$ cat src/eq3_pkg.sv
// shared types, constants and microcode program for the three band equalizer
package eq3_pkg;

  localparam int CFG_AW   = 3;
  localparam int CFG_DW   = 18;
  localparam int COEFF_W  = 18;
  localparam int GAIN_W   = 16;
  localparam int SAMPLE_W = 16;
  localparam int POLE_W   = 32;
  localparam int MUL_A_W  = 34;
  localparam int MUL_B_W  = 19;
  localparam int PROD_W   = MUL_A_W + MUL_B_W;
  localparam int COEFF_FRAC = 17;
  localparam int OUT_FRAC   = 28;
  localparam int STEP_W   = PROD_W - COEFF_FRAC;
  localparam int QUOT_W   = PROD_W - OUT_FRAC;
  localparam int PC_W     = 5;
  localparam int SEL_W    = 3;

  localparam logic [CFG_AW-1:0] REG_LOW_COEFF  = 3'd0;
  localparam logic [CFG_AW-1:0] REG_HIGH_COEFF = 3'd1;
  localparam logic [CFG_AW-1:0] REG_LOW_GAIN   = 3'd2;
  localparam logic [CFG_AW-1:0] REG_MID_GAIN   = 3'd3;
  localparam logic [CFG_AW-1:0] REG_HIGH_GAIN  = 3'd4;

  localparam logic [COEFF_W-1:0] LOW_COEFF_RST  = 18'd15090;
  localparam logic [COEFF_W-1:0] HIGH_COEFF_RST = 18'd84264;
  localparam logic [GAIN_W-1:0]  GAIN_RST       = 16'd4096;

  typedef enum logic [1:0] {
    J_NEXT = 2'd0,
    J_IN   = 2'd1,
    J_OUT  = 2'd2,
    J_GO   = 2'd3
  } jmp_t;

  typedef enum logic [2:0] {
    M_NONE = 3'd0,
    M_POLE = 3'd1,
    M_LOW  = 3'd2,
    M_MID  = 3'd3,
    M_HIGH = 3'd4
  } mul_t;

  typedef enum logic [1:0] {
    A_NONE = 2'd0,
    A_CLR  = 2'd1,
    A_ADD  = 2'd2
  } acc_t;

  typedef struct packed {
    jmp_t             jmp;
    logic [PC_W-1:0]  target;
    logic             rd_en;
    logic [SEL_W-1:0] rd_sel;
    logic             wr_en;
    logic [SEL_W-1:0] wr_sel;
    mul_t             mul;
    logic             coeff_hi;
    logic             load_x;
    logic             save_low;
    logic             save_high;
    acc_t             acc;
    logic             quot;
    logic             fin;
  } ctrl_t;

  function automatic ctrl_t ucode(input logic [PC_W-1:0] pc);
    ctrl_t c;
    c = '0;
    case (pc)
      5'd0: begin
        c.jmp = J_IN;
      end
      5'd1: begin
        c.rd_en = 1'b1; c.rd_sel = 3'd0; c.load_x = 1'b1;
      end
      5'd2: begin
        c.mul = M_POLE; c.rd_en = 1'b1; c.rd_sel = 3'd1;
      end
      5'd3: begin
        c.wr_en = 1'b1; c.wr_sel = 3'd0;
      end
      5'd4: begin
        c.mul = M_POLE; c.rd_en = 1'b1; c.rd_sel = 3'd2;
      end
      5'd5: begin
        c.wr_en = 1'b1; c.wr_sel = 3'd1;
      end
      5'd6: begin
        c.mul = M_POLE; c.rd_en = 1'b1; c.rd_sel = 3'd3;
      end
      5'd7: begin
        c.wr_en = 1'b1; c.wr_sel = 3'd2;
      end
      5'd8: begin
        c.mul = M_POLE; c.rd_en = 1'b1; c.rd_sel = 3'd4;
      end
      5'd9: begin
        c.wr_en = 1'b1; c.wr_sel = 3'd3; c.save_low = 1'b1; c.load_x = 1'b1;
      end
      5'd10: begin
        c.mul = M_POLE; c.coeff_hi = 1'b1; c.rd_en = 1'b1; c.rd_sel = 3'd5;
      end
      5'd11: begin
        c.wr_en = 1'b1; c.wr_sel = 3'd4;
      end
      5'd12: begin
        c.mul = M_POLE; c.coeff_hi = 1'b1; c.rd_en = 1'b1; c.rd_sel = 3'd6;
      end
      5'd13: begin
        c.wr_en = 1'b1; c.wr_sel = 3'd5;
      end
      5'd14: begin
        c.mul = M_POLE; c.coeff_hi = 1'b1; c.rd_en = 1'b1; c.rd_sel = 3'd7;
      end
      5'd15: begin
        c.wr_en = 1'b1; c.wr_sel = 3'd6;
      end
      5'd16: begin
        c.mul = M_POLE; c.coeff_hi = 1'b1;
      end
      5'd17: begin
        c.wr_en = 1'b1; c.wr_sel = 3'd7; c.save_high = 1'b1;
      end
      5'd18: begin
        c.mul = M_LOW; c.acc = A_CLR;
      end
      5'd19: begin
        c.mul = M_MID; c.acc = A_ADD;
      end
      5'd20: begin
        c.mul = M_HIGH; c.acc = A_ADD;
      end
      5'd21: begin
        c.acc = A_ADD;
      end
      5'd22: begin
        c.quot = 1'b1;
      end
      5'd23: begin
        c.fin = 1'b1; c.jmp = J_OUT; c.target = 5'd0;
      end
      default: begin
        c.jmp = J_GO; c.target = 5'd0;
      end
    endcase
    return c;
  endfunction

endpackage

$ cat src/eq3_datapath.sv
// pole memory, history, shared multiplier, accumulator and output register
module eq3_datapath
  import eq3_pkg::*;
#(
  parameter int CHANNELS = 2
) (
  input  logic                       clk,
  input  logic                       rst_n,
  input  ctrl_t                      ctl,
  input  logic                       in_valid,
  input  logic                       in_channel,
  input  logic signed [SAMPLE_W-1:0] in_sample_in,
  input  logic [COEFF_W-1:0]         low_coeff,
  input  logic [COEFF_W-1:0]         high_coeff,
  input  logic [GAIN_W-1:0]          low_gain,
  input  logic [GAIN_W-1:0]          mid_gain,
  input  logic [GAIN_W-1:0]          high_gain,
  output logic                       out_valid,
  input  logic                       out_ready,
  output logic signed [SAMPLE_W-1:0] out_sample_out,
  output logic                       out_clipped
);

  localparam int CH_W   = (CHANNELS > 1) ? $clog2(CHANNELS) : 1;
  localparam int DEPTH  = 8 * CHANNELS;
  localparam int AW     = $clog2(DEPTH);

  logic [POLE_W-1:0] mem [DEPTH];
  logic [DEPTH-1:0]  vld_r;
  logic [POLE_W-1:0] rd_data_r;
  logic              rd_vld_r;
  logic [AW-1:0]     rd_addr, wr_addr;

  logic signed [SAMPLE_W-1:0] hist_r [CHANNELS][3];
  logic [CH_W-1:0]            ch_r, ch_nxt;
  logic signed [SAMPLE_W-1:0] sample_r, delayed_r;

  logic signed [POLE_W-1:0]  in_r, in_nxt, p_hold_r, low_r, high_r, pole_rd, x_val;
  logic signed [POLE_W-1:0]  new_pole;
  logic signed [MUL_A_W-1:0] mul_a, delayed_x;
  logic signed [MUL_B_W-1:0] mul_b;
  logic signed [PROD_W-1:0]  prod_r, acc_r, biased;
  logic signed [STEP_W-1:0]  step;
  logic signed [STEP_W:0]    psum;
  logic signed [QUOT_W-1:0]  q_r;
  logic [COEFF_W-1:0]        coeff;
  logic                      in_fire, fin_go, out_valid_r;

  assign in_fire   = in_valid && (ctl.jmp == J_IN);
  assign fin_go    = ctl.fin && !(out_valid_r && !out_ready);
  assign out_valid = out_valid_r;
  assign ch_nxt    = (CHANNELS == 1) ? '0 : CH_W'(in_channel);

  assign rd_addr = AW'({ch_r, ctl.rd_sel});
  assign wr_addr = AW'({ch_r, ctl.wr_sel});
  assign pole_rd = rd_vld_r ? $signed(rd_data_r) : '0;
  assign x_val   = {sample_r, 16'b0};
  assign delayed_x = MUL_A_W'($signed({delayed_r, 16'b0}));
  assign coeff   = ctl.coeff_hi ? high_coeff : low_coeff;

  // operand select for the shared multiplier
  always_comb begin
    mul_a = '0;
    mul_b = '0;
    case (ctl.mul)
      M_POLE: begin
        mul_a = MUL_A_W'(in_r) - MUL_A_W'(pole_rd);
        mul_b = $signed({1'b0, coeff});
      end
      M_LOW: begin
        mul_a = MUL_A_W'(low_r);
        mul_b = $signed({3'b0, low_gain});
      end
      M_MID: begin
        mul_a = MUL_A_W'(high_r) - MUL_A_W'(low_r);
        mul_b = $signed({3'b0, mid_gain});
      end
      M_HIGH: begin
        mul_a = delayed_x - MUL_A_W'(high_r);
        mul_b = $signed({3'b0, high_gain});
      end
      default: begin
        mul_a = '0;
        mul_b = '0;
      end
    endcase
  end

  // pole update with floor shift and 32-bit saturation
  always_comb begin
    step = STEP_W'(prod_r >>> COEFF_FRAC);
    psum = (STEP_W+1)'(p_hold_r) + (STEP_W+1)'(step);
    if (psum[STEP_W:POLE_W-1] == '0 || psum[STEP_W:POLE_W-1] == '1) begin
      new_pole = psum[POLE_W-1:0];
    end else if (psum[STEP_W]) begin
      new_pole = {1'b1, {(POLE_W-1){1'b0}}};
    end else begin
      new_pole = {1'b0, {(POLE_W-1){1'b1}}};
    end
    in_nxt = ctl.load_x ? x_val : new_pole;
  end

  assign biased = acc_r + (acc_r[PROD_W-1] ? PROD_W'((64'd1 << OUT_FRAC) - 64'd1) : '0);

  always_ff @(posedge clk) begin
    if (ctl.rd_en) begin
      rd_data_r <= mem[rd_addr];
      rd_vld_r  <= vld_r[rd_addr];
    end
    if (ctl.wr_en) begin
      mem[wr_addr] <= new_pole;
    end
  end

  always_ff @(posedge clk) begin
    if (!rst_n) begin
      vld_r <= '0;
    end else if (ctl.wr_en) begin
      vld_r[wr_addr] <= 1'b1;
    end
  end

  always_ff @(posedge clk) begin
    if (!rst_n) begin
      for (int c = 0; c < CHANNELS; c++) begin
        for (int k = 0; k < 3; k++) begin
          hist_r[c][k] <= '0;
        end
      end
    end else if (in_fire) begin
      hist_r[ch_nxt][2] <= hist_r[ch_nxt][1];
      hist_r[ch_nxt][1] <= hist_r[ch_nxt][0];
      hist_r[ch_nxt][0] <= in_sample_in;
    end
  end

  always_ff @(posedge clk) begin
    if (in_fire) begin
      ch_r      <= ch_nxt;
      sample_r  <= in_sample_in;
      delayed_r <= hist_r[ch_nxt][2];
    end
    if (ctl.mul != M_NONE) begin
      prod_r <= mul_a * mul_b;
    end
    if (ctl.mul == M_POLE) begin
      p_hold_r <= pole_rd;
    end
    if (ctl.load_x || ctl.wr_en) begin
      in_r <= in_nxt;
    end
    if (ctl.save_low) begin
      low_r <= new_pole;
    end
    if (ctl.save_high) begin
      high_r <= new_pole;
    end
    case (ctl.acc)
      A_CLR:   acc_r <= '0;
      A_ADD:   acc_r <= acc_r + prod_r;
      default: acc_r <= acc_r;
    endcase
    if (ctl.quot) begin
      q_r <= QUOT_W'(biased >>> OUT_FRAC);
    end
    if (fin_go) begin
      if (q_r > QUOT_W'(32767)) begin
        out_sample_out <= 16'sh7fff;
        out_clipped    <= 1'b1;
      end else if (q_r < -QUOT_W'(32768)) begin
        out_sample_out <= 16'sh8000;
        out_clipped    <= 1'b1;
      end else begin
        out_sample_out <= q_r[SAMPLE_W-1:0];
        out_clipped    <= 1'b0;
      end
    end
  end

  always_ff @(posedge clk) begin
    if (!rst_n) begin
      out_valid_r <= 1'b0;
    end else if (fin_go) begin
      out_valid_r <= 1'b1;
    end else if (out_ready) begin
      out_valid_r <= 1'b0;
    end
  end

endmodule

$ cat config.mk
export PLATFORM = sky130hd
export DESIGN_NAME = eq3_datapath
export DESIGN_NICKNAME = d
export VERILOG_FILES = /design/src/eq3_pkg.sv /design/src/eq3_datapath.sv
export SDC_FILE = /design/constraint.sdc
export NUM_CORES = 2
export LEC_CHECK = 0
export ABC_AREA = 1
export BUFFER_PORTS_ARGS = -buffer_cell sky130_fd_sc_hd__buf_2
export CORE_ASPECT_RATIO = 0.7
export CORE_MARGIN = 2
export CORE_UTILIZATION = 30
export CTS_BUF_LIST = sky130_fd_sc_hd__clkbuf_4 sky130_fd_sc_hd__clkbuf_8
export DETAILED_ROUTE_END_ITERATION = 7
export GPL_ROUTABILITY_DRIVEN = 0
export PLACE_DENSITY = 0.45
export SETUP_SLACK_MARGIN = 0.3
export SLEW_MARGIN = 5
export SYNTH_ARGS = -nofsm -noshare
export SYNTH_HDL_FRONTEND = slang
export SYNTH_SLANG_ARGS = --single-unit
$ cat constraint.sdc
create_clock -name clk -period 13.5 [get_ports clk]
set_input_delay 2.025 -clock clk [delete_from_list [all_inputs] [get_ports clk]]
set_output_delay 2.025 -clock clk [all_outputs]
set_load 0.03 [all_outputs]
Word-level counts from Yosys, hierarchy flattened
Memories as Yosys holds them, arrays and structs flattened. A register that Yosys moved wholly into a read port is not among the register bits.
Index checks and enable logic that the tools add are counted.
{"block": "word_totals", "in_bits": 131, "mem_bits_rw": 608, "regBits": 327, "elab_cells": 78, "mem_count": 2}
{"name": "mem", "words": 16, "width": 32, "rd": 1, "rd_clocked_by_memory_dff": 1, "wr": 1, "line_no": "eq3_datapath.sv:28", "source": "logic [POLE_W-1:0] mem [DEPTH];"}
{"name": "hist_r", "words": 2, "width": 48, "rd": 1, "rd_clocked_by_memory_dff": 0, "wr": 2, "line_no": "eq3_datapath.sv:34", "source": "logic signed [SAMPLE_W-1:0] hist_r [CHANNELS][3];"}
{"block": "classes", "mux": 26, "n_mul": 1, "n_lt_le_gt_ge": 5, "n_reduce_logical": 13, "bitwise": 1, "addsub": 6, "n_eq_ne": 8}
{"cell": "one-hot mux 34 bit (4 select lines)", "count": 1}
{"cell": "2-to-1 mux 32 bit", "count": 4}
{"cell": "one-hot mux 53 bit (2 select lines)", "count": 1}
{"cell": "subtractor 32 x 32 -> 33 bit", "count": 3}
{"cell": "one-hot mux 18 bit (4 select lines)", "count": 1}
{"cell": "adder 53 x 28 -> 53 bit", "count": 1}
{"cell": "adder 53 bit", "count": 1}
{"cell": "multiplier 34 x 19 -> 53 bit", "count": 1}
{"cell": "2-to-1 mux 48 bit", "count": 1}
{"cell": "OR reduction 48 bit", "count": 1}
{"cell": "adder 32 x 36 -> 37 bit", "count": 1}
{"cell": "2-to-1 mux 28 bit", "count": 1}
{"cell": "greater-than comparator 25 x 16 -> 1 bit, second input constant", "count": 1}
{"cell": "less-than comparator 25 x 16 -> 1 bit, second input constant", "count": 1}
{"cell": "2-to-1 mux 18 bit", "count": 1}
{"cell": "2-to-1 mux 16 bit", "count": 1}
{"cell": "OR 16 bit", "count": 1}
{"cell": "2-to-1 mux 1 bit", "count": 13}
{"cell": "less-than comparator 4 x 5 -> 1 bit, second input constant", "count": 2}
{"cell": "equality test 3 x 2 -> 1 bit, second input constant", "count": 2}
{"cell": "equality test 6 bit, second input constant", "count": 1}
{"cell": "logical NOT 6 bit", "count": 1}
{"cell": "binary-select mux 1 bit (select 4 bit)", "count": 1}
{"cell": "demux 1 bit (select 4 bit)", "count": 1}
{"cell": "10 further kinds", "count": 17}

Depth between registers and ports, before layout
{"block": "logic_depth", "depth_word": 7, "ltp_mapped": 45, "mapped_depth_nobuf": 44}

Worst setup path after synthesis
No wires, ideal clock.
{"block": "synth_path", "path_kind": "input to register", "startpoint": "in ctl[8] (netlist name)", "endpoint": "reg prod_r[49], data pin", "t_required_ns": 13.235, "slack_ns": 4.941, "cell_stages": 29, "path_buffers": 3, "arrival_ns": 8.294, "path_cell_list": "inv_1 nor3_4 buf_2 buf_2 nand3_1 nand3b_2 buf_6 nand2_1 fa_1 inv_1 fa_1 inv_1 fa_1 inv_1 fa_1 fa_1 inv_1 fa_1 inv_1 ha_1 nand2_1 nor2_1 inv_1 nor2_1 nand3_1 o2111ai_1 a21oi_1 o21ai_0 xor2_1"}
{"block": "synth_via", "elab_chain_cells": 3}
{"element": "from (decl)", "line_no": "eq3_datapath.sv:9", "source": "input ctrl_t ctl,"}
{"element": "equality test 3 bit (tied with other cells)", "line_no": "eq3_datapath.sv:65", "source": "case (ctl.mul)"}
{"element": "one-hot mux 34 bit (4 select lines) / one-hot mux 18 bit (4 select lines) (equally long branches)", "line_no": "eq3_datapath.sv:65"}
{"element": "multiplier 34 x 19 -> 53 bit (*)", "line_no": "eq3_datapath.sv:144", "source": "prod_r <= mul_a * mul_b;"}
{"element": "to (signal assigned)", "line_no": "eq3_datapath.sv:144"}
{"element": "to (decl)", "line_no": "eq3_datapath.sv:42", "source": "logic signed [PROD_W-1:0] prod_r, acc_r, biased;"}
Every way passes the cells marked *; elsewhere a longest branch is shown, timed or not.
A chain may end at the register's enable or synchronous reset.

Worst setup path after layout
{"block": "layout_path", "startpoint": "reg rd_vld_r", "endpoint": "reg prod_r[50], data pin"}
{"block": "layout_via", "elab_chain_cells": 4}
{"element": "from (decl)", "line_no": "eq3_datapath.sv:31", "source": "logic rd_vld_r;"}
{"element": "from (signal assigned)", "line_no": "eq3_datapath.sv:108", "source": "rd_vld_r <= vld_r[rd_addr];"}
{"element": "2-to-1 mux 32 bit", "line_no": "eq3_datapath.sv:56", "source": "assign pole_rd = rd_vld_r ? $signed(rd_data_r) : '0;"}
{"element": "subtractor 32 x 32 -> 33 bit", "line_no": "eq3_datapath.sv:67", "source": "mul_a = MUL_A_W'(in_r) - MUL_A_W'(pole_rd);"}
{"element": "one-hot mux 34 bit (4 select lines)", "line_no": "eq3_datapath.sv:65"}
{"element": "multiplier 34 x 19 -> 53 bit", "line_no": "eq3_datapath.sv:144"}
No other way between the ends.

==> metrics <==
hold buffer count at cts 0; vias 55500; DR WL/cell 21.8 um; Post-synth EDFFs 950; top-count cell post-synth inv_1; LEAKAGE around 0.036 uW; clock share of power 0.119; largest net degree at the start of global routing 185; Core ar. 239000 um^2; Synth area leaders edfxtp_1 39%, fa_1 16%, inv_1 8.2%, nand2_1 7.7%, ha_1 5.8%; top cells by count, synth 1585 x inv_1, 1478 x nand2_1, 950 x edfxtp_1, 595 x nor2_1, 575 x fa_1; CTS tree built; DIE HEIGHT 415 um; via-per-instance ratio 4.91; Mapped Area 72400 um^2; mean post-synth cell area about 9.2 um^2; Tot Pwr 21900 uW; Filler Cells Inserted 24800; H-tree depth 4; worst relative slew slack 0.177; slew of the pin with the lowest slew margin 1.23 ns; cell mode on critical path nand2_1; cts repair resizes 0; fin. max-slew vios 0; Flop pwr share 0.232; grt ovf 0; Warnings, synthesis 0; initial antenna violation count 17; Net Sw Power 11800 uW; minimum clock period 10.64 ns; Yosys reg bits 967; setup_tns 0 ns; cts bufs inserted roughly 160; final setup fails 0; CP Launch Point rd_vld_r; NumNets Final 9037; PD cells around 270 nW/um^2; sequential cell area fraction in the yosys report 0.399; Worst setup SP type register; vias in the first global route 54000; unrepaired setup endpoints after global routing no; Hold Path Origin vld_r[0]; library cells used by synthesis 72; share of cells above drive strength 1 0.0862; routed wire length 246000 um; 1st-pass router iterations 6; Min-Delay Path Class reg2reg; DRC marker count from the first detailed-route iteration about 5300; Max Cap Viol 0; PortBufs 143; largest area contributor in the netlist edfxtp_1; row count 150; Syn Inst Count slightly below 8000; Post-Syn Nets approximately 9000; Critical Path Slowest Stage Cell fa_1; Detail Placement HPWL 181000 um; outcome complete, no violations; crit path DAT 11.26 ns; VDD IR-drop max 0.000306 V; combinational share of power 0.649; clock skew 0.0984 ns; All-Layer GR Usage 0.198; first-pass GRT wire length 361000 um; Routed Antenna Nets 0; critical path class reg2reg; Reg clk slew, reported paths 0.06 ns; # clock sinks 967; Sw Ratio 0.536; synthesis-to-finish area growth 10.5%; fin crit share 0.788; Ports between 100 and 150; crit-path max cell delay 0.88 ns; most common flop cell mapped by yosys edfxtp_1; Max Root-Sink Buffers 4; Pint 10200 uW; post-synth top area share 0.394; Fmax between 0.09 and 0.1 GHz; post-CTS setup repair buffer count 0; startpoint of the worst-slack reg-to-reg timing path rd_vld_r; Post-route DRC 0; starting density of the core 0.303; Die Wd between 500 and 600 um; Setup crit end kind register; final hold vios 0; worst-skew pair later-pin latency ~0.9 ns; Crit Path Max Fanout 17; Root Buffer clkbuf_8; asr flop ratio synth 0; CP Data Required Time 14.12 ns; die area 245000 um^2
-- cells in the final DEF, fill, tap and decap left out, types with 19 or more instances in the layout --
master and instances:
a21o_1 23, a21oi_1 537, a21oi_2 19, a31o_2 32
a31oi_1 55, buf_2 140, buf_4 91, clkbuf_4 47
clkbuf_8 169, clkinv_1 38, edfxtp_1 950, fa_1 575
ha_1 333, inv_1 1580, inv_2 21, mux2i_1 132
nand2_1 1476, nand2_2 39, nand3_1 214, nand4_1 34
nor2_1 578, nor2_4 20, nor3_1 53, nor4_1 21
o211ai_1 146, o21a_1 22, o21ai_0 395, o21bai_1 30
or2_2 21, xnor2_1 51, xor2_1 62
-- registers in the layout (all words and copies together), names as in the netlist, 25 cells and up --
name,cells
prod_r,53
mem,512
rd_data_r,32
p_hold_r,32
q_r,25
hist_r,96
in_r,32
acc_r,53
high_r,32
low_r,32
-- final timing paths --
kind,endpoint,slack [ns],cells past startpoint
worst max register to register,prod_r[50],2.86,34
worst max-delay path,prod_r[50],2.86,34
worst min register to register,vld_r[0],0.47,1
worst min-delay path,vld_r[0],0.47,1
-- through the flow --
| step | hold slack, ns | utilization | setup WS, ns | cell area (um^2) | std cells |
|---|---|---|---|---|---|
| 4_1_cts | 0.464 | 0.334 | 3.02 | 80000 | 11300 |
| 2_1_floorplan | 0.435 | - | 4.94 | 72400 | 7838 |
| 3_5_place_dp | 0.454 | 0.321 | 2.57 | 76900 | 11000 |
| 3_3_place_gp | 0.448 | 0.321 | 2.54 | 76900 | 11000 |
| 5_1_grt | 0.479 | 0.334 | 2.29 | 80000 | 11300 |
| 6_report | 0.467 | 0.334 | 2.86 | 80000 | 11300 |
-- worst max-delay path: cells and delay by family (launching register included) --
| family | cells | cell delay [ns] |
|---|---|---|
| flops | 1 | 0.87 |
| compound gates | 4 | 0.92 |
| fa+ha+maj | 8 | 4.51 |
| simple gates | 15 | 2.85 |
| xor+xnor | 2 | 0.49 |
| buf+inv | 5 | 0.67 |
-- final cells by class --
cell class              count  area, um^2  share of cell area
flip-flops and latches    967       28900               0.361
inverters                1608        6040              0.0755
repair buffers            233        1420              0.0177
clock inverters            60         408             0.00510
multi-input cells        5026       36600               0.457
clock buffers             216        2680              0.0335
diodes                      4        10.0            0.000125
well taps                3192        3990              0.0499
-- metal layers --
metal / up-vias / GRT usage / routed length [um] / part of all wire
li1: 25800 / - / - / -
met4: 2 / 0.0328 / 3780 / 0.015
met1: 27400 / 0.317 / 124000 / 0.51
met2: 2089 / 0.267 / 94900 / 0.39
met3: 256 / 0.0472 / 23000 / 0.094
met5: - / 0 / 13 / 0.000053
-- power by group through the flow --
stage	Sequential, uW	Combinational [uW]	Clock (uW)
2_1_floorplan	4870	8690	0
3_3_place_gp	5130	13800	0
3_5_place_dp	5130	13800	0
4_1_cts	5070	13900	2680
5_1_grt	5110	15500	2810
6_report	5080	14200	2600
-- cell families after synthesis --
| group | share of synthesized area |
|---|---|
| fa+ha+maj | 0.217 |
| mux | 0.0182 |
| flops | 0.399 |
| xor+xnor | 0.0137 |
| simple gates | 0.144 |
| buf+inv | 0.0983 |
| compound gates | 0.111 |
(Power assumes the default switching activity.)
