--- src/eq3_pkg.sv ---
// shared types, constants and microcode program for the three band equalizer
package eq3_pkg;

  localparam int CFG_AW   = 3;
  localparam int CFG_DW   = 18;
  localparam int COEFF_W  = 18;
  localparam int GAIN_W   = 16;
  localparam int SAMPLE_W = 16;
  localparam int POLE_W   = 32;
  localparam int MUL_A_W  = 34;
  localparam int MUL_B_W  = 19;
  localparam int PROD_W   = MUL_A_W + MUL_B_W;
  localparam int COEFF_FRAC = 17;
  localparam int OUT_FRAC   = 28;
  localparam int STEP_W   = PROD_W - COEFF_FRAC;
  localparam int QUOT_W   = PROD_W - OUT_FRAC;
  localparam int PC_W     = 5;
  localparam int SEL_W    = 3;

  localparam logic [CFG_AW-1:0] REG_LOW_COEFF  = 3'd0;
  localparam logic [CFG_AW-1:0] REG_HIGH_COEFF = 3'd1;
  localparam logic [CFG_AW-1:0] REG_LOW_GAIN   = 3'd2;
  localparam logic [CFG_AW-1:0] REG_MID_GAIN   = 3'd3;
  localparam logic [CFG_AW-1:0] REG_HIGH_GAIN  = 3'd4;

  localparam logic [COEFF_W-1:0] LOW_COEFF_RST  = 18'd15090;
  localparam logic [COEFF_W-1:0] HIGH_COEFF_RST = 18'd84264;
  localparam logic [GAIN_W-1:0]  GAIN_RST       = 16'd4096;

  typedef enum logic [1:0] {
    J_NEXT = 2'd0,
    J_IN   = 2'd1,
    J_OUT  = 2'd2,
    J_GO   = 2'd3
  } jmp_t;

  typedef enum logic [2:0] {
    M_NONE = 3'd0,
    M_POLE = 3'd1,
    M_LOW  = 3'd2,
    M_MID  = 3'd3,
    M_HIGH = 3'd4
  } mul_t;

  typedef enum logic [1:0] {
    A_NONE = 2'd0,
    A_CLR  = 2'd1,
    A_ADD  = 2'd2
  } acc_t;

  typedef struct packed {
    jmp_t             jmp;
    logic [PC_W-1:0]  target;
    logic             rd_en;
    logic [SEL_W-1:0] rd_sel;
    logic             wr_en;
    logic [SEL_W-1:0] wr_sel;
    mul_t             mul;
    logic             coeff_hi;
    logic             load_x;
    logic             save_low;
    logic             save_high;
    acc_t             acc;
    logic             quot;
    logic             fin;
  } ctrl_t;

  function automatic ctrl_t ucode(input logic [PC_W-1:0] pc);
    ctrl_t c;
    c = '0;
    case (pc)
      5'd0: begin
        c.jmp = J_IN;
      end
      5'd1: begin
        c.rd_en = 1'b1; c.rd_sel = 3'd0; c.load_x = 1'b1;
      end
      5'd2: begin
        c.mul = M_POLE; c.rd_en = 1'b1; c.rd_sel = 3'd1;
      end
      5'd3: begin
        c.wr_en = 1'b1; c.wr_sel = 3'd0;
      end
      5'd4: begin
        c.mul = M_POLE; c.rd_en = 1'b1; c.rd_sel = 3'd2;
      end
      5'd5: begin
        c.wr_en = 1'b1; c.wr_sel = 3'd1;
      end
      5'd6: begin
        c.mul = M_POLE; c.rd_en = 1'b1; c.rd_sel = 3'd3;
      end
      5'd7: begin
        c.wr_en = 1'b1; c.wr_sel = 3'd2;
      end
      5'd8: begin
        c.mul = M_POLE; c.rd_en = 1'b1; c.rd_sel = 3'd4;
      end
      5'd9: begin
        c.wr_en = 1'b1; c.wr_sel = 3'd3; c.save_low = 1'b1; c.load_x = 1'b1;
      end
      5'd10: begin
        c.mul = M_POLE; c.coeff_hi = 1'b1; c.rd_en = 1'b1; c.rd_sel = 3'd5;
      end
      5'd11: begin
        c.wr_en = 1'b1; c.wr_sel = 3'd4;
      end
      5'd12: begin
        c.mul = M_POLE; c.coeff_hi = 1'b1; c.rd_en = 1'b1; c.rd_sel = 3'd6;
      end
      5'd13: begin
        c.wr_en = 1'b1; c.wr_sel = 3'd5;
      end
      5'd14: begin
        c.mul = M_POLE; c.coeff_hi = 1'b1; c.rd_en = 1'b1; c.rd_sel = 3'd7;
      end
      5'd15: begin
        c.wr_en = 1'b1; c.wr_sel = 3'd6;
      end
      5'd16: begin
        c.mul = M_POLE; c.coeff_hi = 1'b1;
      end
      5'd17: begin
        c.wr_en = 1'b1; c.wr_sel = 3'd7; c.save_high = 1'b1;
      end
      5'd18: begin
        c.mul = M_LOW; c.acc = A_CLR;
      end
      5'd19: begin
        c.mul = M_MID; c.acc = A_ADD;
      end
      5'd20: begin
        c.mul = M_HIGH; c.acc = A_ADD;
      end
      5'd21: begin
        c.acc = A_ADD;
      end
      5'd22: begin
        c.quot = 1'b1;
      end
      5'd23: begin
        c.fin = 1'b1; c.jmp = J_OUT; c.target = 5'd0;
      end
      default: begin
        c.jmp = J_GO; c.target = 5'd0;
      end
    endcase
    return c;
  endfunction

endpackage

--- src/eq3_sequencer.sv ---
// microcode step counter with conditional jumps
module eq3_sequencer
  import eq3_pkg::*;
(
  input  logic  clk,
  input  logic  rst_n,
  input  logic  in_valid,
  input  logic  out_valid,
  input  logic  out_ready,
  output ctrl_t ctl
);

  logic [PC_W-1:0] pc_r, pc_nxt;
  logic            out_stall;

  assign ctl       = ucode(pc_r);
  assign out_stall = out_valid && !out_ready;

  always_comb begin
    pc_nxt = pc_r;
    case (ctl.jmp)
      J_NEXT: pc_nxt = pc_r + PC_W'(1);
      J_IN:   pc_nxt = in_valid ? pc_r + PC_W'(1) : pc_r;
      J_OUT:  pc_nxt = out_stall ? pc_r : ctl.target;
      J_GO:   pc_nxt = ctl.target;
      default: pc_nxt = '0;
    endcase
  end

  always_ff @(posedge clk) begin
    if (!rst_n) begin
      pc_r <= '0;
    end else begin
      pc_r <= pc_nxt;
    end
  end

endmodule

--- config.mk ---
export PLATFORM = sky130hd
export DESIGN_NAME = eq3_sequencer
export DESIGN_NICKNAME = d
export VERILOG_FILES = /design/src/eq3_pkg.sv /design/src/eq3_sequencer.sv
export SDC_FILE = /design/constraint.sdc
export NUM_CORES = 1
export LEC_CHECK = 0
export CELL_PAD_IN_SITES_DETAIL_PLACEMENT = 1
export CELL_PAD_IN_SITES_GLOBAL_PLACEMENT = 2
export CORE_MARGIN = 4
export CORE_UTILIZATION = 35
export DETAILED_ROUTE_END_ITERATION = 7
export DONT_BUFFER_PORTS = 1
export PLACE_DENSITY = 0.8
export SLEW_MARGIN = 15
export SYNTH_ARGS = -nofsm -noshare
export SYNTH_HDL_FRONTEND = slang
export SYNTH_SLANG_ARGS = --single-unit
--- constraint.sdc ---
create_clock -name clk -period 3.1 [get_ports clk]
set_clock_uncertainty 0.15 [all_clocks]
set_input_delay 0.155 -clock clk [delete_from_list [all_inputs] [get_ports clk]]
set_output_delay 0.155 -clock clk [all_outputs]
set_load 0.005 [all_outputs]
# After elaboration in Yosys (flattened, before gate mapping)
# Index checks and enable logic that the tools add are counted.
# classes
n_reduce_logical,10
eq_ne,28
mux,14
n_addsub,1
# op_table
cell,n
$pmux W4 S8,2
$eq A5 B4 Y1 const B,8
$eq A5 B5 Y1 const B,8
$reduce_or A22 Y1,1
$eq A5 B3 Y1 const B,4
$pmux W5 S4,1
$pmux W3 S4,1
$eq A5 B2 Y1 const B,2
$mux W5,2
$reduce_or A8 Y1,1
$mux W1,6
$pmux W2 S3,1
$add A5 B1 Y5 const B,1
$eq A5 B1 Y1 const B,1
$logic_not A5 Y1,1
$eq A2 B2 Y1 const B,2
$ne A2 B2 Y1 const B,2
$pmux W2 S2,1
$reduce_or A4 Y1,1
$reduce_or A3 Y1,1
$eq A2 B1 Y1 const B,1
$logic_not A2 Y1,1
$reduce_and A2 Y1,1
$reduce_or A2 Y1,1
2 further kinds,2
# word_totals
reg_bits,5
inputBits,5
output_inout_bits,26

# Logic depth before layout (Yosys ltp)
# Gate-level depths: netlist (run 1).
# depth
depth_word,6
depth_mapped,8
ltp_nobuf,7

# Worst setup path after synthesis (run 1)
# No wires, ideal clock.
# synth_path
path_type,register to register
from,register pc_r[0]
to,register pc_r[0]
required_time_ps,2833
arrival_ps,1825
slack_ps,1007
setup_ps,117
path_stages_with_launch,9
synth_period_minus_slack_ps,2093
path_cell_list,dfxtp_1 > ha_1 > clkbuf_1 > and3_1 > ha_1 > a311oi_2 > nand4b_1 > nand2b_4 > a32o_1
# synth_via
elab_chain_cells,6
# synth_lines
element,line,rtl
start: declaration,eq3_sequencer.sv:13,"logic [PC_W-1:0] pc_r, pc_nxt;"
start signal: assignment,eq3_sequencer.sv:34,pc_r <= pc_nxt;
$eq A5 B5 Y1 (tied with other cells),eq3_pkg.sv:71,case (pc)
$reduce_or A22 Y1 (no source line),n/a,
$pmux W2 S3,eq3_pkg.sv:71,
$eq A2 B2 Y1 / $eq A2 B1 Y1 (equally long branches),eq3_sequencer.sv:21,case (ctl.jmp)
$ne A2 B2 Y1 (no source line),n/a,
$reduce_and A2 Y1 (no source line),n/a,
# Parallel ways exist; a longest one is shown, timed or not. The select of a mux whose other input is x is not followed.
# A chain may end at the register's enable or synchronous reset.

==> results.toml, run 1 <==
[timing]
slew_headroom_pct = 56.8
hold_slack_ns = 0.104
fmax_ghz = 0.410
period_share_pct = 78.7
setup_viol = 0
rsz0062_at_grt = "false"
tightest_slew_ns = 0.647
finalHoldViolCount = 0
period_minus_slack_ns = 2.44
tns_ns = 0
drv_slew = 0

[routing]
route.antenna.remaining_nets = 0
vias = 705
vias_per_cell = 5.88
wl_um = 1940
drc = 0
firstDrtPassIters = 4
wl_per_cell_um = 16.2
drt_iter0_drc = 4

[logic_synthesis]
synthTopCellsByCount = "nor2_1 (10), nand2_1 (7), clkbuf_1 (6)"
yosys.area.top_type_share_pct = 13.7
ys_ff_latch = 5
synth.area.top_cells = "dfxtp_1 (14%), ha_1 (8.5%), buf_4 (5.1%), nor2_1 (5.1%), nand2_1 (3.6%)"
yosysWarnings = 0
synth_area_per_cell_um2 = 7.55
synth_edf_count = 0
async_reset_ff_share_pct = 0
netlist_area_um2 = 732
synth_seq_area_share_pct = 13.7
synthCells = 97
synth_ff_type = "dfxtp_1"
yosys.area.top_type = "dfxtp_1"
synth_most_common_cell = "nor2_1"
synth.distinct_cells = 42

[layout]
fin_nets = 104
top_regs = "pc_r: 5 flops"
largest-register = "pc_r"
fillers = 253
largest_reg_flops = 5
area.sequential_um2 = 100
antennaDiodeCount = 0
area_growth_pct = 0.684
multi_input_area_um2 = 544
layout-drive-gt1-share_pct = 11.8
final_core_util_pct = 37.2
final_area_um2 = 737

[power]
vdd_drop_max_v = 0.000299
power_w = 0.000482
p_leak_nw = 0.316
powerDensity_mw_per_mm2 = 654

[global_routing]
gr-total-overflow = 0
track_usage_pct = 13.8
grt_max_degree = 20
grt_pass1_wl_um = 3020
antenna_found_initial = 0
grt_pass1_vias = 667

[clock_network]
root_buffer = "clkbuf_4"
path_clk_slew_ns = 0.04
clk_path_buf_depth = 2
cts_tree = "yes"
post-cts-setup-buffer-count = 0
ctsHtreeMaxLevel = 1
cts_buffers = 3
insertion_delay_ns = 0.24
clock_sinks = 5

[worst_setup_path]
cpPeakStageDelay_ns = 0.46
worst_setup_path_end_kind = "output port"
r2r_slack_ns = 0.73
cp_cell_sequence = "ha_1 -> nor4_1 -> a211oi_1 -> nand4b_1 -> nand2b_4 -> nand2b_1"
cp_top_family = "simple AND/OR/NAND/NOR gates"
worstPathRequired_ns = 2.79
crit_fanout = 11
startpoint_type = "register"
cp.arrival_ns = 2.13
setup.worst_path.class = "register to output port"
cp_slowest_cell = "a211oi_1"
path_buf_inv = 0

[die]
die_h_um = 53.7
rows = 16
coreArea_mm2 = 0.00198
dieWidth_um = 53.7
initial_core_util_pct = 36.9
ios = 31
die_area_mm2 = 0.00289

[worst_hold_path]
min_path_type = "primary input to register"

[placed_design]
dp_hpwl_um = 1440
placed_area_um2 = 701
port_buffers = 0
place.gp.congestion = 0.739

[run_status]
outcome = "completed"

[run]
drv_cap = 0
[power by group]
part	internal (W)	leakage [nW]	switching (W)
clock	0.0000486	0.0150	0.0000256
combinational	0.000116	0.261	0.000191
sequential	0.0000773	0.0406	0.0000234
total	0.000242	0.316	0.000240
[timing repair]
action	CTS	global route
gates resized for setup	0	0
hold buffers	1	0
hold endpoints to repair	5	0
[metal layers]
layer / vias up / part of all wire, % / GRT usage [%]
met2: 24 / 47 / 24.0
met5: - / 0 / 0
met4: 0 / 0.72 / 5.11
met1: 351 / 44 / 16.2
met3: 2 / 8.4 / 3.32
li1: 328 / - / -
[cells in the final DEF, fill, tap and decap left out, types with 2 or more instances in the layout]
cell type	synthesis	final
nor2_1	10	10
nand2_1	7	7
o21ai_0	5	5
ha_1	5	5
conb_1	1	5
dfxtp_1	5	5
and3_1	4	4
inv_1	4	4
a21oi_1	4	4
nor2b_1	3	3
nor3b_1	3	3
nor3_1	3	3
clkbuf_4	0	3
nand3_1	2	2
and2_1	2	2
a32o_1	2	2
[through the flow]
| stage | setup WS (ns) | std cells |
|---|---|---|
| final | 0.660 | 120 |
| after detailed placement | 0.734 | 115 |
| after CTS | 0.632 | 120 |
| after global routing | 0.469 | 120 |
| after global placement | 0.805 | 115 |
| after floorplan | 1.01 | 101 |
[worst register-to-register path: stages, from the launching register on]
cell	delay, ns
dfxtp_1	0.44
ha_1	0.42
and4b_1	0.44
and3b_4	0.25
o21bai_4	0.15
nor3b_2	0.07
o311a_1	0.34
[final timing paths]
check                               start  endpoint  depth (start not counted)
worst max-delay path              pc_r[0]   ctl[25]                          6
worst min-delay path            out_valid   pc_r[4]                          2
worst max register to register    pc_r[0]   pc_r[2]                          6
worst min register to register    pc_r[1]   pc_r[1]                          1
[final cells by class]
| type | instances | area share, % |
|---|---|---|
| clock buffers | 4 | 3.57 |
| inverters | 4 | 2.04 |
| multi-input cells | 78 | 73.9 |
| flip-flops and latches | 5 | 13.6 |
| well taps | 27 | 4.58 |
| repair buffers | 2 | 2.38 |
[cell families (layout without fill, tap and decap cells)]
kind of cell	Yosys count	in the layout	share of synthesized area, %
xor+xnor	1	1	1.20
compound gates	21	21	22.6
flops	5	5	13.7
fa+ha+maj	5	5	8.55
mux	1	1	1.37
buf+inv	18	10	14.0
other cells	1	5	0.512
simple gates	45	45	38.1
(Power assumes the default switching activity.)
==> inputs of run 2 (changes only) <==
--- a/config.mk
+++ b/config.mk
@@ -8,10 +8,10 @@
 export CELL_PAD_IN_SITES_DETAIL_PLACEMENT = 1
 export CELL_PAD_IN_SITES_GLOBAL_PLACEMENT = 2
 export CORE_MARGIN = 4
-export CORE_UTILIZATION = 35
+export CORE_UTILIZATION = 29
 export DETAILED_ROUTE_END_ITERATION = 7
 export DONT_BUFFER_PORTS = 1
-export PLACE_DENSITY = 0.8
+export PLACE_DENSITY = 0.7
 export SLEW_MARGIN = 15
 export SYNTH_ARGS = -nofsm -noshare
 export SYNTH_HDL_FRONTEND = slang
==> constraint.sdc (replaced) <==
create_clock -name clk -period 2.2 [get_ports clk]
set_clock_uncertainty 0.15 [all_clocks]
set_input_delay 0.11 -clock clk [delete_from_list [all_inputs] [get_ports clk]]
set_output_delay 0.11 -clock clk [all_outputs]
set_load 0.005 [all_outputs]
==> run 2 against run 1 <==
  * Total power increased by 77%
  * Critical path depth increased by 2
  * Final cell count increased by 11%
  * Combinational power rose by 91%
  * First-iteration DRC count increased to 3.8 times the previous value
  * Core utilization increased by 1.1 points
==> results.toml, run 2 (synthesis gave the netlist of run 1 again) <==
[timing]
period_share_pct = 95.7
tns_ns = 0
rsz0062_at_grt = "false"
hold_slack_ns = 0.0464
finalHoldViolCount = 0
period_minus_slack_ns = 2.11
setup_viol = 0
fmax_ghz = 0.475
drv_slew = 0

[die]
initial_core_util_pct = 31.9
ios = 31
die_area_mm2 = 0.00339
coreArea_mm2 = 0.00230
dieWidth_um = 58.2
rows = 17
die_h_um = 58.2

[layout]
antennaDiodeCount = 0
largest-register = "pc_r"
top_regs = "pc_r: 5 flops"
largest_reg_flops = 5
layout-drive-gt1-share_pct = 31.4
final_common_cell = "buf_4"
final_cell_mix = "buf_4 (13), nor2_1 (10), nand2_1 (7)"
fin_nets = 116
area_growth_pct = 20.0

[run_status]
outcome = "completed"

[global_routing]
grt_max_degree = 15
gr-total-overflow = 0
grt_pass1_wl_um = 3300
antenna_found_initial = 0
track_usage_pct = 12.6
grt_pass1_vias = 676

[power]
p_leak_nw = 0.379
powerDensity_mw_per_mm2 = 970
vdd_drop_max_v = 0.000431

[clock_network]
cts_buffers = 3
clk_path_buf_depth = 2
cts_tree = "yes"
path_clk_slew_ns = 0.04
clock_sinks = 5
insertion_delay_ns = 0.25
root_buffer = "clkbuf_4"
ctsHtreeMaxLevel = 1

[routing]
drc = 0
wl_um = 2140
vias_per_cell = 5.40
vias = 718
firstDrtPassIters = 3
wl_per_cell_um = 16.1
top_layer = "met3"
drt_iter0_drc = 15
route.met2.wl_um = 1070
wl_met3_um = 81
route.antenna.remaining_nets = 0
wl_met1_um = 988

[worst_setup_path]
r2r_slack_ns = 0.20
cp.arrival_ns = 1.85
startpoint_type = "register"
reg2reg_to = "pc_r[0]"
reg2reg_depth = 8
crit_fanout = 6
setup.worst_path.class = "register to output port"
worst_setup_path_end_kind = "output port"
worstPathRequired_ns = 1.94
worstReg2RegStart = "pc_r[0]"

[worst_hold_path]
min_path_type = "primary input to register"
min-delay-start = "rst_n"
hold_end = "pc_r[0]"
worstHoldPathCells = 2

[run]
drv_cap = 0

[placed_design]
port_buffers = 0
place.gp.congestion = 0.702
dp_hpwl_um = 1580
[run 2: cell type report]
cell class / instances / area (µm²)
fillers: 293 / 1420
clock buffers: 4 / 26.3
inverters: 4 / 15.0
well taps: 28 / 35.0
flip-flops and latches: 5 / 109
multi-input cells: 78 / 586
repair buffers: 14 / 108
[run 2: routing by layer]
metal | up-vias | track usage [%]
met2 | 15 | 21.6
met3 | 0 | 3.79
met4 | 0 | 1.99
met5 | - | 0
met1 | 351 | 15.7
li1 | 352 | -
[run 2: per-stage QoR]
stage | setup WS, ns | total power, W | area (µm²) | std cells | util, %
5_1_grt | 0.00174 | 0.000928 | 878 | 133 | 38.2
3_3_place_gp | 0.158 | 0.000657 | 769 | 125 | 33.5
6_report | 0.0943 | 0.000852 | 878 | 133 | 38.2
3_5_place_dp | 0.0892 | 0.000666 | 769 | 125 | 33.5
4_1_cts | 0.00899 | 0.000785 | 808 | 130 | 35.2
2_1_floorplan | 0.107 | 0.000494 | 747 | 101 | -
[run 2: power by group]
part / total [W] / internal, W / switching (W)
Clock: 0.000110 / 0.0000688 / 0.0000410
Combinational: 0.000586 / 0.000270 / 0.000315
Sequential: 0.000156 / 0.000119 / 0.0000374
[run 2: critical path: stages (launching register included)]
cell and delay [ns]:
dfxtp_4 0.36, ha_4 0.17, buf_4 0.12, buf_4 0.13, a211o_1 0.23, o21ai_0 0.16, nand4b_1 0.14, nand2b_4 0.20
nand2b_4 0.07
[run 2: timing repair]
item	in CTS	in global routing
endpoints found under the hold margin	5	0
pin swaps	0	3
buffers inserted	0	3
gates resized for setup	1	12
setup endpoints to repair	1	1
hold buffers	1	0
[run 2: worst max path at each step]
stage          depth (start not counted)    start       to  slack, ns
2_1_floorplan                          8  pc_r[0]  pc_r[0]       0.11
3_3_place_gp                           7  pc_r[0]  pc_r[1]       0.16
3_5_place_dp                           7  pc_r[0]  pc_r[0]       0.09
4_1_cts                                7  pc_r[0]  ctl[25]      0.009
5_1_grt                                7  pc_r[0]  ctl[25]      0.002
6_report                               8  pc_r[0]  ctl[25]       0.09
==> inputs of run 3 (changes only) <==
==> config.mk (replaced) <==
export PLATFORM = sky130hd
export DESIGN_NAME = eq3_sequencer
export DESIGN_NICKNAME = d
export VERILOG_FILES = /design/src/eq3_pkg.sv /design/src/eq3_sequencer.sv
export SDC_FILE = /design/constraint.sdc
export NUM_CORES = 1
export LEC_CHECK = 0
export CORE_MARGIN = 4
export CORE_UTILIZATION = 40
export DETAILED_ROUTE_END_ITERATION = 7
export DONT_BUFFER_PORTS = 1
export PLACE_DENSITY = 0.54
export SLEW_MARGIN = 15
export SYNTH_ARGS = -nofsm -noshare
export SYNTH_HDL_FRONTEND = slang
export SYNTH_SLANG_ARGS = --single-unit
==> run 3 against run 2 <==
  * Fmax fell by 0.79%
  * First-iteration DRC count rose by 6.7%
  * Setup slack got worse by 0.017 ns
  * Global-route usage rose by 2.4 points
  * Critical path type unchanged
  * Worst hold slack got worse by 0.0054 ns
  * Via count fell by 0.84%
==> results.toml, run 3 (synthesis gave the netlist of run 1 again) <==
[layout]
final_common_cell = "nor2_1"
fillers = 180
fin_nets = 110
final_core_util_pct = 48.0
area.sequential_um2 = 106
top_regs = "pc_r: 5 flops"
largest-register = "pc_r"
final_cell_mix = "nor2_1 (9), nand2_1 (7), buf_4 (7)"
largest_reg_flops = 5
antennaDiodeCount = 0
final_area_um2 = 830
multi_input_area_um2 = 588
area_growth_pct = 13.3
layout-drive-gt1-share_pct = 29.3

[worst_setup_path]
reg2reg_depth = 7
crit_fanout = 7
cpPeakStageDelay_ns = 0.36
worst_setup_path_end_kind = "output port"
path_buf_inv = 0
r2r_slack_ns = 0.18
cp_slowest_cell = "dfxtp_4"
worstReg2RegStart = "pc_r[0]"
worstPathRequired_ns = 1.94
cp_common_cell = "nand2b_4"
cp_cell_sequence = "ha_4 -> and3_1 -> ha_2 -> a311oi_2 -> nand4b_1 -> nand2b_4 -> nand2b_4"
setup.worst_path.class = "register to output port"
startpoint_type = "register"
reg2reg_to = "pc_r[1]"
cp_top_family = "simple AND/OR/NAND/NOR gates"
cp.arrival_ns = 1.86
startpoint = "pc_r[0]"

[routing]
vias_per_cell = 5.74
drt_iter0_drc = 16
wl_um = 1950
vias = 712
route.antenna.remaining_nets = 0
wl_per_cell_um = 15.7
firstDrtPassIters = 4
drc = 0

[clock_network]
path_clk_slew_ns = 0.05
cts_tree = "yes"
clk_path_buf_depth = 2
root_buffer = "clkbuf_4"
cts_buffers = 3
clock_sinks = 5
insertion_delay_ns = 0.25
ctsHtreeMaxLevel = 1

[worst_hold_path]
hold_end = "pc_r[1]"
min-delay-start = "rst_n"
min_path_type = "primary input to register"
worstHoldPathCells = 3

[die]
ios = 31
initial_core_util_pct = 42.4
die_area_mm2 = 0.00258
rows = 15
die_h_um = 50.8
coreArea_mm2 = 0.00173
dieWidth_um = 50.8

[timing]
drv_slew = 0
layout_setup_ws_ns = 0.0775
setup_viol = 0
finalHoldViolCount = 0
period_minus_slack_ns = 2.12
period_share_pct = 96.5
fmax_ghz = 0.471
hold_slack_ns = 0.0409

[global_routing]
grt_pass1_wl_um = 2980
grt_max_degree = 15
gr-total-overflow = 0
grt_pass1_vias = 629
track_usage_pct = 15.0
antenna_found_initial = 0

[run]
drv_cap = 0

[power]
vdd_drop_max_v = 0.000504
p_leak_nw = 0.347
powerDensity_mw_per_mm2 = 969

[placed_design]
dp_worst_setup_slack_ns = 0.0875
port_buffers = 0
dp_hpwl_um = 1370
placed_area_um2 = 736
place.gp.congestion = 0.803

[run_status]
outcome = "completed"
run 3: worst max-delay path by stage:
stage	end	depth (start not counted)
floorplan	pc_r[0]	8
global placement	pc_r[0]	7
detailed placement	pc_r[0]	7
CTS	ctl[25]	7
global route	ctl[25]	7
finish	ctl[25]	7
run 3: cell type report:
class / count / share of cell area, %
clock buffer: 4 / 3.17
inverter: 4 / 1.81
multi-input combinational: 78 / 70.9
sequential: 5 / 12.8
tap: 25 / 3.77
timing repair buffer: 8 / 7.54
run 3: stage by stage:
stage | std cells | TNS, ns | total power (W)
4_1_cts | 123 | 0 | 0.000753
5_1_grt | 124 | -0.00247 | 0.000870
2_1_floorplan | 101 | 0 | 0.000494
6_report | 124 | 0 | 0.000804
3_5_place_dp | 118 | 0 | 0.000610
3_3_place_gp | 118 | 0 | 0.000600
run 3: where the power goes:
part | leakage (nW) | switching [W] | internal, W
combinational | 0.290 | 0.000307 | 0.000239
sequential | 0.0422 | 0.0000340 | 0.000115
clock | 0.0150 | 0.0000401 | 0.0000687
run 3: per-layer routing:
layer / up-vias / part of all wire [%] / GRT usage, %
met5: - / 0 / 0
met4: 0 / 1.8 / 4.04
met3: 4 / 5.0 / 6.23
met2: 20 / 50 / 24.3
met1: 345 / 43 / 17.9
li1: 343 / - / -
run 3: worst reg2reg max path, cell delays in order, from the launching register on:
cell,delay (ns)
dfxtp_4,0.36
ha_4,0.18
and3_1,0.18
ha_2,0.18
a311oi_2,0.27
nand4b_1,0.17
nand2b_4,0.20
a32o_1,0.22
run 3: repair_timing:
item                                   4_1_cts  5_1_grt
hold buffers                                 1        0
setup endpoints to repair                    1        1
endpoints found under the hold margin        5        0
setup buffers                                0        1
pin swaps                                    0        3
resized for setup                            5        9
